**src/sv/hpt_pkg.sv**
```systemverilog
// ----------------------------------------------------------------------------
// hpt_pkg: shared types and constants for the homogeneous point transform
// Fixed-point widths, item structs and the product bundle between the front
// end and the back end.
// ----------------------------------------------------------------------------
`timescale 1ns / 1ps

package hpt_pkg;

  // Fixed-point format of coefficients, coordinates and results
  localparam int FRAC_BITS = 16;
  localparam int DATA_W    = 32;
  localparam int PROD_W    = 2 * DATA_W;
  // Three products plus the aligned translation term need two guard bits
  localparam int ACC_W     = PROD_W + 2;
  // Width of a column sum after dropping FRAC_BITS fraction bits
  localparam int RED_W     = ACC_W - FRAC_BITS;
  // Numerator bits that enter the divider from below
  localparam int SHIFT_W   = DATA_W - FRAC_BITS;
  localparam int DIV_STEPS = DATA_W;
  localparam int MAT_N     = 16;
  localparam int IDX_W     = 4;

  localparam logic [DATA_W-1:0] FIX_ONE = DATA_W'(1) << FRAC_BITS;
  localparam logic [DATA_W-1:0] SAT_MAX = {1'b0, {(DATA_W-1){1'b1}}};
  localparam logic [DATA_W-1:0] SAT_MIN = {1'b1, {(DATA_W-1){1'b0}}};

  typedef enum logic {
    KIND_WRITE = 1'b0,
    KIND_POINT = 1'b1
  } kind_e;

  typedef struct packed {
    kind_e             kind;
    logic [IDX_W-1:0]  entry_index;
    logic [DATA_W-1:0] entry_value;
    logic [DATA_W-1:0] in_x;
    logic [DATA_W-1:0] in_y;
    logic [DATA_W-1:0] in_z;
  } in_item_t;

  typedef struct packed {
    logic [DATA_W-1:0] out_x;
    logic [DATA_W-1:0] out_y;
    logic [DATA_W-1:0] out_z;
    logic              w_was_zero;
    logic              saturated;
  } out_item_t;

  // Per column: three row products and the translation coefficient
  typedef struct packed {
    logic [3:0][2:0][PROD_W-1:0] prod;
    logic [3:0][DATA_W-1:0]      trans;
  } prod_t;

  // Exact signed product of two coefficients
  function automatic logic [PROD_W-1:0] smul(input logic [DATA_W-1:0] a,
                                             input logic [DATA_W-1:0] b);
    logic signed [PROD_W-1:0] ea;
    logic signed [PROD_W-1:0] eb;
    ea = PROD_W'($signed(a));
    eb = PROD_W'($signed(b));
    return ea * eb;
  endfunction

endpackage

```
**src/sv/hpt_queue.sv**
```systemverilog
// ----------------------------------------------------------------------------
// hpt_queue: two-entry queue between front end and back end
// Lets the front keep accepting while the back end stalls.
// ----------------------------------------------------------------------------
`timescale 1ns / 1ps

module hpt_queue (
  input  logic           clk_i,
  input  logic           rst_ni,
  input  logic           push_i,
  input  hpt_pkg::prod_t data_i,
  output logic           full_o,
  input  logic           pop_i,
  output hpt_pkg::prod_t data_o,
  output logic           empty_o
);
  import hpt_pkg::*;

  prod_t      mem_q [2];
  logic       wr_ptr_q, rd_ptr_q;
  logic [1:0] cnt_q;

  assign full_o  = cnt_q == 2'd2;
  assign empty_o = cnt_q == 2'd0;
  assign data_o  = mem_q[rd_ptr_q];

  // Advance pointers and count
  always_ff @(posedge clk_i or negedge rst_ni) begin
    if (!rst_ni) begin
      wr_ptr_q <= 1'b0;
      rd_ptr_q <= 1'b0;
      cnt_q    <= 2'd0;
    end else begin
      if (push_i) wr_ptr_q <= ~wr_ptr_q;
      if (pop_i)  rd_ptr_q <= ~rd_ptr_q;
      cnt_q <= cnt_q + 2'(push_i) - 2'(pop_i);
    end
  end

  // Store entries
  always_ff @(posedge clk_i) begin
    if (push_i) begin
      mem_q[wr_ptr_q] <= data_i;
    end
  end

endmodule

```
**config.mk**
```make
export PLATFORM = sky130hd
export DESIGN_NAME = hpt_queue
export DESIGN_NICKNAME = d
export VERILOG_FILES = /design/src/sv/hpt_pkg.sv /design/src/sv/hpt_queue.sv
export SDC_FILE = /design/constraint.sdc
export NUM_CORES = 1
export LEC_CHECK = 0
export BUFFER_PORTS_ARGS = -buffer_cell sky130_fd_sc_hd__buf_2
export CAP_MARGIN = 40
export CORE_AREA = 2 2 695 697
export CTS_CLUSTER_DIAMETER = 100
export DETAILED_ROUTE_END_ITERATION = 8
export DIE_AREA = 0 0 697 699
export HOLD_SLACK_MARGIN = 0.02
export PLACE_DENSITY = 0.32
export SLEW_MARGIN = 30
export SYNTH_ARGS = -nofsm -noshare
export SYNTH_HDL_FRONTEND = slang
export SYNTH_SLANG_ARGS = --single-unit
```
**constraint.sdc**
```tcl
create_clock -name clk_i -period 40.6 [get_ports clk_i]
set_input_delay 8.12 -clock clk_i [delete_from_list [all_inputs] [get_ports clk_i]]
set_output_delay 8.12 -clock clk_i [all_outputs]
set_load 0.01 [all_outputs]
```
==> results.yml <==
run_status:
  status: "finished, final reports clean"
flow_run:
  cap_viol_max_count: 0
power:
  irDropWorstVdd_uv: 35.87
  leakagePower_nw: 32.94
  seqPwrFrac: 0.382
  p_int_w: 0.004441
  p_switching_w: 0.002262
  p_clk_frac: 0.296
  power_frac_comb: 0.322
  p_per_area_nw_per_um2: 73.88
  sw_frac_of_total: 0.3374
timing:
  fin_tns_setup_ns: 0
  hold_viol: 0
  rsz0062_at_grt: "false"
  setup_slack_ns: 26.32
  setup_violations: 0
  max_freq_mhz: 70.05
  worst_pin_slew_ns: 1.013
  clock_skew_ns: 0.07318
  holdWs_ns: 0.6304
  maxSlewHeadroom: 0.3245
  slew_violations: 0
  post-route-period-util: 0.3516
  fin_crit_ns: 14.28
detailed_routing:
  first_pass_iters: 5
  vias_per_cell: 3.195
  routed_wl_mm: 337.9
  vias: 36667
  wl_per_cell_um: 29.44
  drc_errors: 0
  antenna_left: 0
  drtIter0Drc: 2260
die:
  fp-row-count: 255
  die_area_um2: 487200
  die_y_um: 699
  die_x_um: 697
  io_pins: 1798
  start_util: 0.1376
  core-area_um2: 480200
logic_synthesis:
  synth.area.top_cells: "edfxtp_1 81%, mux2_2 9.6%, mux2_4 7.5%"
  avgSynthCellArea_um2: 23.58
  synth_fp_nets: 3705
  yosysUniqueCellTypes: 14
  synth-seq-area-share: 0.8158
  synth_top_cell_by_area: "edfxtp_1"
  synth_top_cell_area_share: 0.8143
  ys_ff_latch: 1796
  synth_area_um2: 66080
  ys_warn_count: 0
  syn-instance-count: 2803
placed_design:
  dp_slack_ns: 26.78
  gp_congestion: 0.8725
  place_hpwl_mm: 276.4
  placement.io_buffers: 1797
hold_path:
  hold_path.class: "flip-flop to flip-flop"
  worstHoldStart: "cnt_q[1]"
  holdPathStages: 1
clocking:
  insertion_delay_ns: 0.92
  postCtsSetupBuffers: 0
  cts_hold_buf: 0
  cts_max_level: 4
  cts_root_buf: "clkbuf_16"
  cts.clk_slew.worst_paths_ns: 0.06
  clockBufferDepth: 4
  numCtsBuffers: 230
  clkSinkCount: 1796
  cts_resized: 0
  cts_tree: "built"
critical_path:
  end_kind: "output pin"
  crit_arrival_ns: 6.16
  required_ns: 32.48
  startpoint: "rd_ptr_q"
  slowest_delay_ns: 0.94
  path_common_cell: "buf_4"
  r2r_start: "wr_ptr_q"
  crit_fanout: 50
  crit_path_cell_trace: "buf_4, buf_12, buf_4, buf_4, buf_12, buf_4, buf_4, buf_16, mux2_2, buf_2"
  reg2reg_depth: 7
  path_class: "flip-flop to output pin"
  slowest_stage: "dfrtp_4"
  critPathLaunchType: "flip-flop"
final_layout:
  nets: 5701
  areaGrowthSynthToFinish_pct: 37.29
  drive_gt1_frac: 0.6171
  mostFrequentLayoutCells: "1797 x buf_2, 1792 x edfxtp_1, 566 x mux2_2"
  final_common_cell: "buf_2"
grt:
  antenna_found_initial: 376
  grt_max_degree: 126
  grt_pass1_vias: 37954
  grt_use_total: 0.1332
  grt_first_pass_wirelength_mm: 421.0
  grt_overflow: 0
cell usage after synthesis:
cell,n
buf_2,62
xor2_1,2
and2_1,1
edfxtp_1,1792
nor2b_1,2
dfrtp_1,4
nor2_1,1
mux2_4,330
mux2_2,566
inv_1,2
xor3_1,1
buf_8,2
ha_1,2
buf_6,36
metrics by stage:
stage                     instances  total power (W)  area, um^2  utilization
after floorplan                2803         0.004065       66080            -
final                         11477         0.006703       90720       0.1889
after global routing          11427         0.007028       90600       0.1887
after CTS                     11406         0.006898       90400       0.1883
after global placement        10972         0.004833       82800       0.1724
after detailed placement      10985         0.004853       83130       0.1731
cells by family after synthesis:
kind of cell / count (synthesis) / synth area share
DFF: 1796 / 0.8158
adders and majority gates: 2 / 0.0003786
and+or+nand+nor: 4 / 0.0003408
muxes: 896 / 0.1714
buffers and inverters: 102 / 0.01140
xor gates and xnor gates: 3 / 0.0006248
area by class of cell:
| class | count | area [um^2] |
|---|---|---|
| antenna | 64 | 160.2 |
| clock buffer | 281 | 5947 |
| clock inverter | 140 | 1323 |
| fill | 51691 | 389500 |
| inverter | 2 | 7.507 |
| multi-input combinational | 905 | 11430 |
| sequential | 1796 | 53920 |
| tap | 6425 | 8039 |
| timing repair buffer | 1864 | 9906 |
power groups by stage:
stage               registers (W)  clock network, W  logic (W)
floorplan                 0.00293                 0    0.00114
finish                    0.00256           0.00198    0.00216
CTS                       0.00257           0.00207    0.00226
global placement          0.00260                 0    0.00223
global route              0.00259           0.00213    0.00231
detailed placement        0.00260                 0    0.00225
worst paths after layout:
path	to	slack, ns
worst max-delay path	data_o[98]	26.32
worst min-delay path	cnt_q[1]	0.63
worst max register to register	mem_q[1][675]	35.01
worst min register to register	cnt_q[1]	0.63
max in group asynchronous	rd_ptr_q	33.46
min in group asynchronous	rd_ptr_q	6.99
worst max-delay path, delay by kind of cell (launching register included):
| family | cells | cell delay, ns |
|---|---|---|
| buffers and inverters | 9 | 3.63 |
| multiplexers | 1 | 0.38 |
| flip-flops | 1 | 0.94 |
sequential cells by signal, indices dropped and copies added (netlist names):
register / flops
wr_ptr_q: 1
cnt_q: 2
rd_ptr_q: 1
mem_q: 1792
metal layers:
metal,track usage,wire length (um)
met5,0,1283
met1,0.1326,115600
met2,0.2365,167300
met3,0.07681,42140
met4,0.03360,11560
Note: power is estimated with default switching activity, not from simulation.
